**config.mk**
```make
export PLATFORM = sky130hd
export DESIGN_NAME = rgb_to_hsv_converter_flat
export DESIGN_NICKNAME = d
export VERILOG_FILES = /design/src/rtl/rth_pkg.sv /design/src/rtl/rth_ifs.sv /design/src/rtl/rth_front.sv /design/src/rtl/rth_div_step.sv /design/src/rtl/rth_back.sv /design/src/rtl/rgb_to_hsv_converter.sv /design/src/flat_wrapper.sv
export SDC_FILE = /design/constraint.sdc
export NUM_CORES = 1
export LEC_CHECK = 0
export BUFFER_PORTS_ARGS = -buffer_cell sky130_fd_sc_hd__buf_4
export CORE_MARGIN = 2
export CORE_UTILIZATION = 45
export CTS_CLUSTER_DIAMETER = 100
export DETAILED_ROUTE_END_ITERATION = 7
export HOLD_SLACK_MARGIN = 0.15
export PLACE_DENSITY = 0.65
export SKIP_LAST_GASP = 1
export SYNTH_ARGS = -nofsm -noshare
export SYNTH_HDL_FRONTEND = slang
export SYNTH_SLANG_ARGS = --single-unit
```
**constraint.sdc**
```tcl
create_clock -name i_clk -period 44.5 [get_ports i_clk]
set_clock_uncertainty 0.1 [all_clocks]
set_input_delay 8.9 -clock i_clk [delete_from_list [all_inputs] [get_ports i_clk]]
set_output_delay 8.9 -clock i_clk [all_outputs]
set_load 0.01 [all_outputs]
```
**src/rtl/rth_pkg.sv**
```systemverilog
// rth_pkg: shared widths, types and helpers of the RGB to HSV converter.
// Depends on nothing; every other file imports it.
package rth_pkg;

    // Width of one color component
    localparam int COMPONENT_BITS = 8;
    localparam int COMP_MAX       = (1 << COMPONENT_BITS) - 1;

    // Hue scaling: 1/64 degree units, wrapped at 360 degrees
    localparam int HUE_W      = 15;
    localparam int HUE_FRAC   = 64;
    localparam int DEG60      = 60;
    localparam int DEG120     = 120;
    localparam int DEG240     = 240;
    localparam int DEG360     = 360;
    localparam int HUE_FULL   = DEG360 * HUE_FRAC;
    localparam int HUE_GAIN2  = 2 * DEG60 * HUE_FRAC;    // doubled for rounding
    localparam int HUE_SUM_W  = HUE_W + 1;

    // Biased hue difference chroma + diff, 0 .. 2*chroma
    localparam int DP_W       = COMPONENT_BITS + 2;

    // Divider: one quotient bit per stage, both lanes share the stage count
    localparam int HUE_QW    = 13;                       // hue fraction < 2^13
    localparam int DIV_STEPS = HUE_QW;
    localparam int SAT_SHIFT = HUE_QW - COMPONENT_BITS;  // extra bits in sat lane
    localparam int REM_W     = COMPONENT_BITS + 1;       // divisor is 2*C or 2*M
    localparam int HNUM_W    = COMPONENT_BITS + 14;
    localparam int SNUM_W    = 2 * COMPONENT_BITS + 1 + SAT_SHIFT;

    typedef logic [COMPONENT_BITS-1:0] t_comp;
    typedef logic [HUE_W-1:0]          t_hue;

    // Sextant of the largest component, picks the hue offset
    typedef enum logic [1:0] {
        HB_0,
        HB_120,
        HB_240,
        HB_360
    } t_hue_base;

    // One restoring-division lane: partial remainder, divisor, and a
    // register that shifts numerator bits out and quotient bits in.
    typedef struct packed {
        logic [REM_W-1:0]  rem;
        logic [REM_W-1:0]  dvs;
        logic [HUE_QW-1:0] bits;
    } t_div_lane;

    typedef struct packed {
        t_div_lane hue;
        t_div_lane sat;
        t_hue_base base;
        logic      grey;
        logic      black;
        t_comp     value;
    } t_div_slot;

    // One quotient bit
    function automatic t_div_lane div_step(input t_div_lane x);
        logic [REM_W:0] trial;
        logic [REM_W:0] diff;
        t_div_lane      y;
        y     = x;
        trial = {x.rem, x.bits[HUE_QW-1]};
        diff  = trial - {1'b0, x.dvs};
        if (trial >= {1'b0, x.dvs}) begin
            y.rem  = diff[REM_W-1:0];
            y.bits = {x.bits[HUE_QW-2:0], 1'b1};
        end else begin
            y.rem  = trial[REM_W-1:0];
            y.bits = {x.bits[HUE_QW-2:0], 1'b0};
        end
        return y;
    endfunction

    // Offset base*64 - 60*64 (the fraction was biased by +chroma), mod 2^16
    function automatic logic [HUE_SUM_W-1:0] hue_offset(input t_hue_base base);
        logic [HUE_SUM_W-1:0] off;
        unique case (base)
            HB_0:    off = HUE_SUM_W'(0 - DEG60 * HUE_FRAC);
            HB_120:  off = HUE_SUM_W'((DEG120 - DEG60) * HUE_FRAC);
            HB_240:  off = HUE_SUM_W'((DEG240 - DEG60) * HUE_FRAC);
            HB_360:  off = HUE_SUM_W'((DEG360 - DEG60) * HUE_FRAC);
            default: off = '0;
        endcase
        return off;
    endfunction

endpackage

```
**src/rtl/rth_ifs.sv**
```systemverilog
// rth_ifs: valid/ready channel interfaces for pixels in and HSV results out.
// Depends on rth_pkg.
interface rth_pix_if;
    import rth_pkg::*;
    logic  valid;
    logic  ready;
    t_comp red;
    t_comp green;
    t_comp blue;
    modport source (output valid, output red, output green, output blue, input ready);
    modport sink   (input valid, input red, input green, input blue, output ready);
endinterface

interface rth_hsv_if;
    import rth_pkg::*;
    logic  valid;
    logic  ready;
    t_hue  hue;
    t_comp saturation;
    t_comp brightness;
    modport source (output valid, output hue, output saturation, output brightness,
                    input ready);
    modport sink   (input valid, input hue, input saturation, input brightness,
                    output ready);
endinterface

```
**src/rtl/rth_front.sv**
```systemverilog
// rth_front: two stages that sort the components and build both dividends.
// Depends on rth_pkg.
module rth_front (
    input  logic              i_clk,
    input  logic              i_rst_n,
    input  logic              i_en,
    input  logic              i_valid,
    input  rth_pkg::t_comp    i_red,
    input  rth_pkg::t_comp    i_green,
    input  rth_pkg::t_comp    i_blue,
    output logic              o_valid,
    output rth_pkg::t_div_slot o_slot
);
    import rth_pkg::*;

    // stage 1: max, min, sextant
    logic      r_s1_valid;
    t_comp     r_s1_r, r_s1_g, r_s1_b, r_s1_mx, r_s1_mn;
    t_hue_base r_s1_base;
    t_comp     n_mx, n_mn;
    t_hue_base n_base;

    // stage 2: dividends
    logic      r_s2_valid;
    t_div_slot r_s2_slot;
    t_div_slot n_slot;
    t_comp     chroma, pos, neg;
    logic [DP_W-1:0]   dp;
    logic [HNUM_W-1:0] hnum;
    logic [SNUM_W-1:0] snum;

    always_comb begin
        n_mx = i_red;
        if (i_green > n_mx) n_mx = i_green;
        if (i_blue > n_mx)  n_mx = i_blue;
        n_mn = i_red;
        if (i_green < n_mn) n_mn = i_green;
        if (i_blue < n_mn)  n_mn = i_blue;
        // ties: green over blue and red, blue over red
        if (i_green >= i_red && i_green >= i_blue) begin
            n_base = HB_120;
        end else if (i_blue >= i_green && i_blue >= i_red) begin
            n_base = HB_240;
        end else if (i_green >= i_blue) begin
            n_base = HB_0;
        end else begin
            n_base = HB_360;
        end
    end

    always_ff @(posedge i_clk) begin
        if (!i_rst_n) begin
            r_s1_valid <= 1'b0;
        end else if (i_en) begin
            r_s1_valid <= i_valid;
        end
        if (i_en) begin
            r_s1_r    <= i_red;
            r_s1_g    <= i_green;
            r_s1_b    <= i_blue;
            r_s1_mx   <= n_mx;
            r_s1_mn   <= n_mn;
            r_s1_base <= n_base;
        end
    end

    always_comb begin
        chroma = r_s1_mx - r_s1_mn;
        case (r_s1_base)
            HB_120: begin
                pos = r_s1_b;
                neg = r_s1_r;
            end
            HB_240: begin
                pos = r_s1_r;
                neg = r_s1_g;
            end
            default: begin
                pos = r_s1_g;
                neg = r_s1_b;
            end
        endcase
        // biased difference chroma + diff, always in 0 .. 2*chroma
        dp   = DP_W'(chroma) + DP_W'(pos) - DP_W'(neg);
        hnum = HNUM_W'(HUE_GAIN2) * HNUM_W'(dp) + HNUM_W'(chroma);
        snum = (SNUM_W'({chroma, 1'b0}) * SNUM_W'(COMP_MAX) + SNUM_W'(r_s1_mx))
               << SAT_SHIFT;

        n_slot.hue.rem  = hnum[HNUM_W-1:HUE_QW];
        n_slot.hue.bits = hnum[HUE_QW-1:0];
        n_slot.hue.dvs  = {chroma, 1'b0};
        n_slot.sat.rem  = snum[SNUM_W-1:HUE_QW];
        n_slot.sat.bits = snum[HUE_QW-1:0];
        n_slot.sat.dvs  = {r_s1_mx, 1'b0};
        n_slot.base     = r_s1_base;
        n_slot.grey     = (chroma == '0);
        n_slot.black    = (r_s1_mx == '0);
        n_slot.value    = r_s1_mx;
    end

    always_ff @(posedge i_clk) begin
        if (!i_rst_n) begin
            r_s2_valid <= 1'b0;
        end else if (i_en) begin
            r_s2_valid <= r_s1_valid;
        end
        if (i_en) begin
            r_s2_slot <= n_slot;
        end
    end

    assign o_valid = r_s2_valid;
    assign o_slot  = r_s2_slot;

endmodule

```
**src/rtl/rth_div_step.sv**
```systemverilog
// rth_div_step: one pipeline stage of the two restoring dividers.
// Depends on rth_pkg.
module rth_div_step (
    input  logic               i_clk,
    input  logic               i_rst_n,
    input  logic               i_en,
    input  logic               i_valid,
    input  rth_pkg::t_div_slot i_slot,
    output logic               o_valid,
    output rth_pkg::t_div_slot o_slot
);
    import rth_pkg::*;

    logic      r_valid;
    t_div_slot r_slot;
    t_div_slot n_slot;

    always_comb begin
        n_slot     = i_slot;
        n_slot.hue = div_step(i_slot.hue);
        n_slot.sat = div_step(i_slot.sat);
    end

    always_ff @(posedge i_clk) begin
        if (!i_rst_n) begin
            r_valid <= 1'b0;
        end else if (i_en) begin
            r_valid <= i_valid;
        end
        if (i_en) begin
            r_slot <= n_slot;
        end
    end

    assign o_valid = r_valid;
    assign o_slot  = r_slot;

endmodule

```
**src/rtl/rth_back.sv**
```systemverilog
// rth_back: adds the hue offset, wraps at 360 degrees, zeroes the special
// cases and holds the output register. Depends on rth_pkg.
module rth_back (
    input  logic               i_clk,
    input  logic               i_rst_n,
    input  logic               i_en,
    input  logic               i_valid,
    input  rth_pkg::t_div_slot i_slot,
    output logic               o_valid,
    output rth_pkg::t_hue      o_hue,
    output rth_pkg::t_comp     o_sat,
    output rth_pkg::t_comp     o_val
);
    import rth_pkg::*;

    logic                 r_valid;
    t_hue                 r_hue;
    t_comp                r_sat;
    t_comp                r_val;
    t_hue                 n_hue;
    t_comp                n_sat;
    logic [HUE_SUM_W-1:0] sum;

    always_comb begin
        sum = HUE_SUM_W'(i_slot.hue.bits) + hue_offset(i_slot.base);
        if (sum >= HUE_SUM_W'(HUE_FULL)) begin
            sum = sum - HUE_SUM_W'(HUE_FULL);
        end
        n_hue = i_slot.grey  ? '0 : sum[HUE_W-1:0];
        n_sat = i_slot.black ? '0 : i_slot.sat.bits[HUE_QW-1:SAT_SHIFT];
    end

    always_ff @(posedge i_clk) begin
        if (!i_rst_n) begin
            r_valid <= 1'b0;
        end else if (i_en) begin
            r_valid <= i_valid;
        end
        if (i_en) begin
            r_hue <= n_hue;
            r_sat <= n_sat;
            r_val <= i_slot.value;
        end
    end

    assign o_valid = r_valid;
    assign o_hue   = r_hue;
    assign o_sat   = r_sat;
    assign o_val   = r_val;

endmodule

```
**src/rtl/rgb_to_hsv_converter.sv**
```systemverilog
// rgb_to_hsv_converter: top level of the pipelined RGB to HSV converter.
// Depends on rth_pkg, rth_ifs, rth_front, rth_div_step and rth_back.
//
//   port     | dir | fields                          | transfer
//   ---------+-----+---------------------------------+-------------------
//   i_pix    | in  | red, green, blue                | valid && ready
//   o_hsv    | out | hue, saturation, brightness     | valid && ready
//
// Two front stages, then one quotient bit per stage in the hue and saturation
// dividers, then one output register. One pixel per clock in and out while
// the output is not stalled; synchronous active-low reset clears only
// the valid bits. An output stall freezes every stage on one shared enable,
// so nothing drops or repeats; i_pix.ready is high while the output
// register is empty or being taken.
module rgb_to_hsv_converter (
    input  logic          i_clk,
    input  logic          i_rst_n,
    rth_pix_if.sink       i_pix,
    rth_hsv_if.source     o_hsv
);
    import rth_pkg::*;

    logic      w_en;
    logic      w_valid [0:DIV_STEPS];
    t_div_slot w_slot  [0:DIV_STEPS];
    logic      w_out_valid;

    // Pipeline moves whenever the output register is free or draining
    assign w_en        = !w_out_valid || o_hsv.ready;
    assign i_pix.ready = w_en;

    rth_front u_front (
        .i_clk   (i_clk),
        .i_rst_n (i_rst_n),
        .i_en    (w_en),
        .i_valid (i_pix.valid),
        .i_red   (i_pix.red),
        .i_green (i_pix.green),
        .i_blue  (i_pix.blue),
        .o_valid (w_valid[0]),
        .o_slot  (w_slot[0])
    );

    // Division chain: hue fraction and saturation, one bit per stage
    for (genvar gi = 0; gi < DIV_STEPS; gi++) begin : g_div
        rth_div_step u_step (
            .i_clk   (i_clk),
            .i_rst_n (i_rst_n),
            .i_en    (w_en),
            .i_valid (w_valid[gi]),
            .i_slot  (w_slot[gi]),
            .o_valid (w_valid[gi+1]),
            .o_slot  (w_slot[gi+1])
        );
    end

    rth_back u_back (
        .i_clk   (i_clk),
        .i_rst_n (i_rst_n),
        .i_en    (w_en),
        .i_valid (w_valid[DIV_STEPS]),
        .i_slot  (w_slot[DIV_STEPS]),
        .o_valid (w_out_valid),
        .o_hue   (o_hsv.hue),
        .o_sat   (o_hsv.saturation),
        .o_val   (o_hsv.brightness)
    );

    assign o_hsv.valid = w_out_valid;

endmodule

```
**src/flat_wrapper.sv**
```systemverilog
// flat-port wrapper written by rule: the top's interface ports become plain ports
module rgb_to_hsv_converter_flat import rth_pkg::*;
  (i_clk, i_rst_n, i_pix_valid, i_pix_red, i_pix_green, i_pix_blue, i_pix_ready, o_hsv_valid, o_hsv_hue, o_hsv_saturation, o_hsv_brightness, o_hsv_ready);
  rth_pix_if i_pix_i ();
  rth_hsv_if o_hsv_i ();
  input  logic i_clk;
  input  logic i_rst_n;
  input wire logic [$bits(i_pix_i.valid)-1:0] i_pix_valid;
  input wire logic [$bits(i_pix_i.red)-1:0] i_pix_red;
  input wire logic [$bits(i_pix_i.green)-1:0] i_pix_green;
  input wire logic [$bits(i_pix_i.blue)-1:0] i_pix_blue;
  output wire logic [$bits(i_pix_i.ready)-1:0] i_pix_ready;
  output wire logic [$bits(o_hsv_i.valid)-1:0] o_hsv_valid;
  output wire logic [$bits(o_hsv_i.hue)-1:0] o_hsv_hue;
  output wire logic [$bits(o_hsv_i.saturation)-1:0] o_hsv_saturation;
  output wire logic [$bits(o_hsv_i.brightness)-1:0] o_hsv_brightness;
  input wire logic [$bits(o_hsv_i.ready)-1:0] o_hsv_ready;
  assign i_pix_i.valid = i_pix_valid;
  assign i_pix_i.red = i_pix_red;
  assign i_pix_i.green = i_pix_green;
  assign i_pix_i.blue = i_pix_blue;
  assign i_pix_ready = i_pix_i.ready;
  assign o_hsv_valid = o_hsv_i.valid;
  assign o_hsv_hue = o_hsv_i.hue;
  assign o_hsv_saturation = o_hsv_i.saturation;
  assign o_hsv_brightness = o_hsv_i.brightness;
  assign o_hsv_i.ready = o_hsv_ready;
  rgb_to_hsv_converter u_core (.i_clk(i_clk), .i_rst_n(i_rst_n), .i_pix(i_pix_i), .o_hsv(o_hsv_i));
endmodule
```
=== After elaboration in Yosys (flattened, before gate mapping) ===
Cells that the tools add are included.

* Output and inout bits: 33
* Word-level logic and storage cells: 288
* Flip-flop bits (word level): 954
* Bits of input ports: 28

* $mul: 2
* Order comparisons: 35
* Add/sub/neg operators: 31
* Muxes and demuxes: 60
* Equality and inequality tests: 5
* Reduce and logical (&&, ||, !) cells: 7

{| class="wikitable"
|+ Operators with widths
! cell !! count
|-
| $ge A10 B9 Y1 || 26
|-
| $mux W9 || 24
|-
| $sub A9 B9 Y9 || 24
|-
| $pmux W16 S4 || 1
|-
| $ge A8 B8 Y1 || 4
|-
| $mux W8 || 4
|-
| $pmux W8 S2 || 2
|-
| $mux W1 || 26
|-
| $add A22 B8 Y22 || 1
|-
| $add A17 B8 Y17 || 1
|-
| $add A13 B16 Y16 || 1
|-
| $ge A16 B15 Y1 const B || 1
|-
| $gt A8 B8 Y1 || 2
|-
| $logic_not A8 Y1 || 2
|-
| $lt A8 B8 Y1 || 2
|-
| $mul A8 B8 Y16 const B || 1
|-
| $mux W15 || 1
|-
| $sub A15 B15 Y15 const B || 1
|-
| $mul A4 B10 Y13 const A || 1
|-
| $sub A9 B8 Y10 || 1
|-
| $add A8 B8 Y9 || 1
|-
| $sub A8 B8 Y8 || 1
|-
| $eq A2 B2 Y1 const B || 3
|-
| $eq A2 B1 Y1 const B || 2
|-
| 5 further kinds || 7
|}

=== Depth between registers and ports, before layout ===
Gate-level depths: netlist (run 1).

* Word-level depth: 6
* Depth in mapped cells: 27
* Depth with buffers taken out: 27

=== By module ===
From an unflattened synthesis (run 1), not the netlist that was laid out.

* Cells, all modules: 3817
* Area total of the unflattened synthesis: 53237.3 um^2

{| class="wikitable"
|+ By module, submodules not included
! module !! sequential area each (um^2) !! cells an instance !! instances !! area each (um^2)
|-
| rth_div_step || 2242.2 || 220 || 13 || 3305.7
|-
| rth_front || 2772.7 || 826 || 1 || 8610.8
|-
| rth_back || 950.9 || 130 || 1 || 1646.6
|-
| rgb_to_hsv_converter || 0.0 || 1 || 1 || 6.3
|}

=== Worst setup path after synthesis (run 1) ===
OpenSTA, ideal clock, no wires.

* Kind: input to output
* From: input o_hsv_ready
* To: output i_pix_ready
* Slack: 6346 ps
* Stages: 4
* Required time: 35500 ps
* Arrival: 29154 ps
* Cells stage by stage: nor2b_1 -> clkbuf_1 -> inv_1 -> clkbuf_1

* Longest elaborated chain between the ends: 1

{| class="wikitable"
|+ Ends and longest elaborated chain
! what !! line !! RTL
|-
| start, declared || flat_wrapper.sv:17 || <nowiki>input wire logic [$bits(o_hsv_i.ready)-1:0] o_hsv_ready;</nowiki>
|-
| $logic_or A1 B1 Y1 || rgb_to_hsv_converter.sv:29 || <nowiki>assign w_en = !w_out_valid || o_hsv.ready;</nowiki>
|-
| end, declared || flat_wrapper.sv:12 || <nowiki>output wire logic [$bits(i_pix_i.ready)-1:0] i_pix_ready;</nowiki>
|}

Every way passes these cells.

=== Worst setup path after layout (run 1) ===
Ends and elaborated chain as after synthesis.

==> results of run 1 <==
## critical path: stages
cell and delay, ps:
buf_4 110, nor2b_1 990, inv_8 580, buf_4 360
## layer usage
layer	wire [um]	vias up	GRT usage
met5	0	-	0
met4	1531	0	0.04651
met3	1957	131	0.02554
met2	33010	293	0.2767
met1	24790	9862	0.1664
li1	-	9897	-
## sequential cells by signal (all words and copies together), names as in the netlist
name	cells
u_core.g_div.u_step.o_slot	609
u_core.u_back.o_valid	1
u_core.u_front.r_s1_base	2
u_core.u_front.r_s1_valid	1
u_core.u_front.r_s1_b	8
u_core.u_back.o_hue	15
u_core.u_front.r_s1_g	8
u_core.u_front.o_valid	1
u_core.u_front.r_s1_mn	8
u_core.u_back.o_val	8
u_core.g_div.u_step.o_valid	13
u_core.u_front.o_slot	49
u_core.u_front.r_s1_mx	8
u_core.u_front.r_s1_r	8
u_core.u_back.o_sat	8
## final cells by class
cell class                      count  area (sq um)  area share
Clock inverter                     46         598.1     0.01446
Clock buffer                       90          1997     0.04827
Tap cell                         1070          1339     0.03236
Multi-Input combinational cell   1502         13220      0.3196
Sequential cell                   747         22270      0.5384
Inverter                          378          1426     0.03448
Timing Repair Buffer               67         515.5     0.01246
## cells in the mapped netlist, drive strengths merged, types with 12 or more instances
cell    count  share of area
edfxtp    731           0.59
a22oi      16         0.0032
a21o      106          0.021
a21boi     20         0.0041
nand4      43         0.0073
dfxtp      16         0.0087
inv       378          0.038
nand2      68         0.0069
mux2      100          0.031
nor2       84         0.0085
nor3       18         0.0026
nand2b     23         0.0039
fa         68          0.037
a211oi     12         0.0024
clkbuf     26         0.0026
ha        301           0.10
nand3      15         0.0022
o31ai      23         0.0047
xor2       37         0.0088
o21ai      43         0.0058
mux2i      66          0.018
xnor2     118          0.028
a21oi     141          0.019
nor2b      36         0.0061
o21bai     51          0.010
## cell families (layout without fill, tap and decap cells)
kind of cell / count (synthesis) / after routing / synth area share
and+or+nand+nor: 336 / 336 / 0.04650
buffers and inverters: 407 / 581 / 0.04137
xor gates and xnor gates: 156 / 156 / 0.03751
DFF: 747 / 747 / 0.6016
AOI/OAI and AO/OA: 475 / 475 / 0.08618
adders and majority gates: 369 / 369 / 0.1385
muxes: 166 / 166 / 0.04836
## worst paths after layout
check,startpoint,to
setup / recovery,o_hsv_ready,i_pix_ready
hold / removal,u_core.g_div[2].u_step.o_slot[43]$_DFFE_PP_,u_core.g_div[3].u_step.o_slot[44]$_DFFE_PP_
setup reg to reg,u_core.u_front.r_s1_mx[0]$_DFFE_PP_,u_core.u_front.o_slot[42]$_DFFE_PP_
hold reg to reg,u_core.g_div[2].u_step.o_slot[43]$_DFFE_PP_,u_core.g_div[3].u_step.o_slot[44]$_DFFE_PP_
## per-stage QoR
stage	setup WS (ps)	hold WS [ps]
2_1_floorplan	6346	300.3
3_3_place_gp	24600	300.3
3_5_place_dp	24440	304.5
4_1_cts	24460	297.4
5_1_grt	24310	310.2
6_report	24480	305.3
==> impl_metrics.tcl, run 1 <==
set metrics [dict create \
    status "complete, no violations" \
    htreeDepth 3 \
    overflow 0 \
    dr.pass1.iters 7 \
    wire_per_inst_um 15.72 \
    drt_iter0_markers 1068 \
    cts_setup_buffers 0 \
    ys_warn_count 0 \
    hold_depth 0 \
    worst_pin_slew_ps 1333 \
    yosysSeqAreaShare 0.6016 \
    stdcell_area_sq_um 41370 \
    fillers 6826 \
    grt_antenna_before_repair 0 \
    start_kind "primary input" \
    postPlaceCellArea_sq_um 38770 \
    worstSetupEndpointType "primary output" \
    stdcell_count 3900 \
    cts_tree "yes" \
    vias_per_cell 5.175 \
    ys.flop_type "edfxtp_1" \
    cts_resized 0 \
    path_max_fanout 125 \
    ys_ff_latch 747 \
    grt_pass1_wl_mm 102.0 \
    post-route-period-util 0.4500 \
    drcViolationCount 0 \
    cts_buffer_depth 3 \
    worst-endpoint-arrival_ps 11020 \
    rows 105 \
    die_h_um 290.8 \
    post-place-cells 3764 \
    async_reset_ff_frac 0 \
    synth-edff-count 731 \
    final_util 0.5062 \
    report.final.slew_viol_count 0 \
    synth.net_count 3053 \
    root_buffer "clkbuf_16" \
    hold_buffers 0 \
    final_common_cell "edfxtp_1" \
    regToRegSetupSlack_ps 37520 \
    cts_buffers 78 \
    gp_congestion 0.8650 \
    cts_sinks 747 \
    num_vias 20180 \
    hold_viol 0 \
    grt_usage 0.1463 \
    critPathKind "primary input to primary output" \
    antenna_left 0 \
    nets 3171 \
    reg2reg_depth 22 \
    portBuffers 60 \
    mostFrequentLayoutCells "731 x edfxtp_1, 376 x inv_1, 301 x ha_1" \
    fp.dieArea_sq_um 84580 \
    syn_inst 2656 \
    fmax_mhz 49.94 \
    slew_headroom 0.1095 \
    maxCapViolCount 0 \
    clkSlewWorstSetupHoldPaths_ps 60 \
    post-route-min-period_ps 20020 \
    fin_tns_setup_ps 0 \
    diodes 0 \
    io_pins 61 \
    wl_mm 61.29 \
    die_w_um 290.8 \
    hpwl_mm 44.01 \
    rsz0062_at_grt "false" \
    syn_area_per_cell_sq_um 13.94 \
    initial_core_util 0.4531 \
    setup_violations 0 \
    hold_class "register to register" \
    core_sq_um 81720 \
    synthesis.area_sq_um 37020 \
    synth_cell_types 70 \
    area_growth_pct 11.73 \
    grt_pass1_vias 21190 \
    drive_gt1_frac 0.1035 \
    insertion_delay_ps 620 \
    cp.required_ps 35500 \
    grt_max_degree 195 \
]
Power of run 1 is left out: the tool's default activity adds up to more than one toggle a clock period on the data nets, which glitch-free logic cannot reach.
==> run 2, diff against run 1 <==
--- a/config.mk
+++ b/config.mk
@@ -11,7 +11,7 @@
 export CTS_CLUSTER_DIAMETER = 100
 export DETAILED_ROUTE_END_ITERATION = 7
 export HOLD_SLACK_MARGIN = 0.15
-export PLACE_DENSITY = 0.65
+export PLACE_DENSITY = 0.68
 export SKIP_LAST_GASP = 1
 export SYNTH_ARGS = -nofsm -noshare
 export SYNTH_HDL_FRONTEND = slang
==> constraint.sdc (replaced) <==
create_clock -name i_clk -period 16.68 [get_ports i_clk]
set_clock_uncertainty 0.1 [all_clocks]
set_input_delay 3.336 -clock i_clk [delete_from_list [all_inputs] [get_ports i_clk]]
set_output_delay 3.336 -clock i_clk [all_outputs]
set_load 0.01 [all_outputs]
==> run 2 against run 1 <==
Net effect: flip-flop and latch count unchanged; hold slack worse by 9.2 ps; sequential share of layout area about the same; non-clock buffer count up 2; cell count up 0.15%; setup slack worse by 16000 ps; utilization about the same; first-iteration DRC count down 2.2%; via count up 0.33%; global-route usage up 0.37 points; die area unchanged; wire length up 2.0%.
==> impl_metrics.tcl, run 2 (synthesis gave the netlist of run 1 again) <==
set metrics [dict create \
    wl_met1_mm 25.96 \
    root_buffer "clkbuf_16" \
    drcViolationCount 0 \
    grt_antenna_before_repair 0 \
    whs_ps 296.1 \
    maxCapViolCount 0 \
    die_w_um 290.8 \
    dr.pass1.iters 5 \
    grt_pass1_vias 21480 \
    hold_buffers 0 \
    grt_max_degree 187 \
    mostFrequentLayoutCells "731 x edfxtp_1, 376 x inv_1, 301 x ha_1" \
    fillers 6828 \
    cts_tree "yes" \
    cts_buffers 80 \
    dr_wl_met3_mm 2.078 \
    io_pins 61 \
    htreeDepth 3 \
    largest_reg_flops 609 \
    rows 105 \
    worst_pin_slew_ps 1159 \
    cts_setup_buffers 0 \
    path_max_fanout 117 \
    gp_congestion 0.8601 \
    rsz0062_at_grt "false" \
    start_kind "primary input" \
    wl_met2_mm 32.98 \
    cp.required_ps 13240 \
    hold_class "register to register" \
    status "complete, no violations" \
    final_common_cell "edfxtp_1" \
    diodes 0 \
    hpwl_mm 44.92 \
    report.final.slew_viol_count 0 \
    num_vias 20250 \
    worst-endpoint-arrival_ps 4530 \
    critPathKind "primary input to primary output" \
    slew_headroom 0.2245 \
    fmax_mhz 125.6 \
    hold_viol 0 \
    area_growth_pct 11.74 \
    wire_per_inst_um 16.00 \
    post-route-period-util 0.4775 \
    vias_per_cell 5.184 \
    grt_usage 0.1500 \
    cts_resized 0 \
    drive_gt1_frac 0.1044 \
    core_sq_um 81720 \
    fp.dieArea_sq_um 84580 \
    clkSlewWorstSetupHoldPaths_ps 60 \
    drt_iter0_markers 1045 \
    die_h_um 290.8 \
    cts_sinks 747 \
    top_layer_used "met4" \
    post-route-min-period_ps 7964 \
    overflow 0 \
    worstSetupEndpointType "primary output" \
    wl_mm 62.50 \
    antenna_left 0 \
    portBuffers 60 \
    setup_violations 0 \
    insertion_delay_ps 630 \
    fin_tns_setup_ps 0 \
    initial_core_util 0.4531 \
    cts_buffer_depth 3 \
    nets 3175 \
    grt_pass1_wl_mm 104.3 \
]
==> run 2: cell types whose count changed in the layout (fill, tap and decap cells not counted), sizes merged <==
| cell | previous run | this run |
|---|---|---|
| clkinvlp | 1 | 0 |
| bufinv | 11 | 6 |
| buf | 67 | 69 |
| clkbuf | 90 | 100 |
==> run 2: critical path, cell delays in order <==
cell	delay, ps
buf_4	80
nor2b_1	40
buf_4	200
inv_8	580
buf_4	240
==> run 2: per-layer routing <==
| layer | GRT usage | up-vias |
|---|---|---|
| li1 | - | 9914 |
| met1 | 0.1765 | 9897 |
| met2 | 0.2777 | 318 |
| met3 | 0.02508 | 120 |
| met4 | 0.04752 | 0 |
| met5 | 0 | - |
==> run 2: layout make-up <==
| type | count | area [sq um] | share of cell area |
|---|---|---|---|
| tap | 1070 | 1339 | 0.03236 |
| inverter | 378 | 1426 | 0.03448 |
| sequential | 747 | 22270 | 0.5384 |
| timing repair buffer | 69 | 530.5 | 0.01282 |
| clock inverter | 40 | 473.0 | 0.01143 |
| clock buffer | 100 | 2108 | 0.05096 |
| multi-input combinational | 1502 | 13220 | 0.3196 |
==> run 2: stage by stage <==
step | utilization | std cells | instance area, sq um | setup WS, ps
after floorplan | - | 2656 | 37020 | 297.0
after global placement | 0.4746 | 3766 | 38790 | 8717
after detailed placement | 0.4746 | 3766 | 38790 | 8697
after CTS | 0.5062 | 3906 | 41370 | 8690
after global routing | 0.5062 | 3906 | 41370 | 8614
final | 0.5062 | 3906 | 41370 | 8716
==> run 2: worst paths after layout <==
kind / from / end / slack (ps) / depth (start not counted)
setup / recovery: o_hsv_ready / i_pix_ready / 8720 / 5
hold / removal: u_core.g_div[8].u_step.o_slot[44]$_DFFE_PP_ / u_core.g_div[9].u_step.o_slot[45]$_DFFE_PP_ / 300 / 0
setup reg to reg: u_core.u_front.r_s1_mx[0]$_DFFE_PP_ / u_core.u_front.o_slot[42]$_DFFE_PP_ / 9830 / 22
hold reg to reg: u_core.g_div[8].u_step.o_slot[44]$_DFFE_PP_ / u_core.g_div[9].u_step.o_slot[45]$_DFFE_PP_ / 300 / 0
Power of run 2 is left out for the same reason.
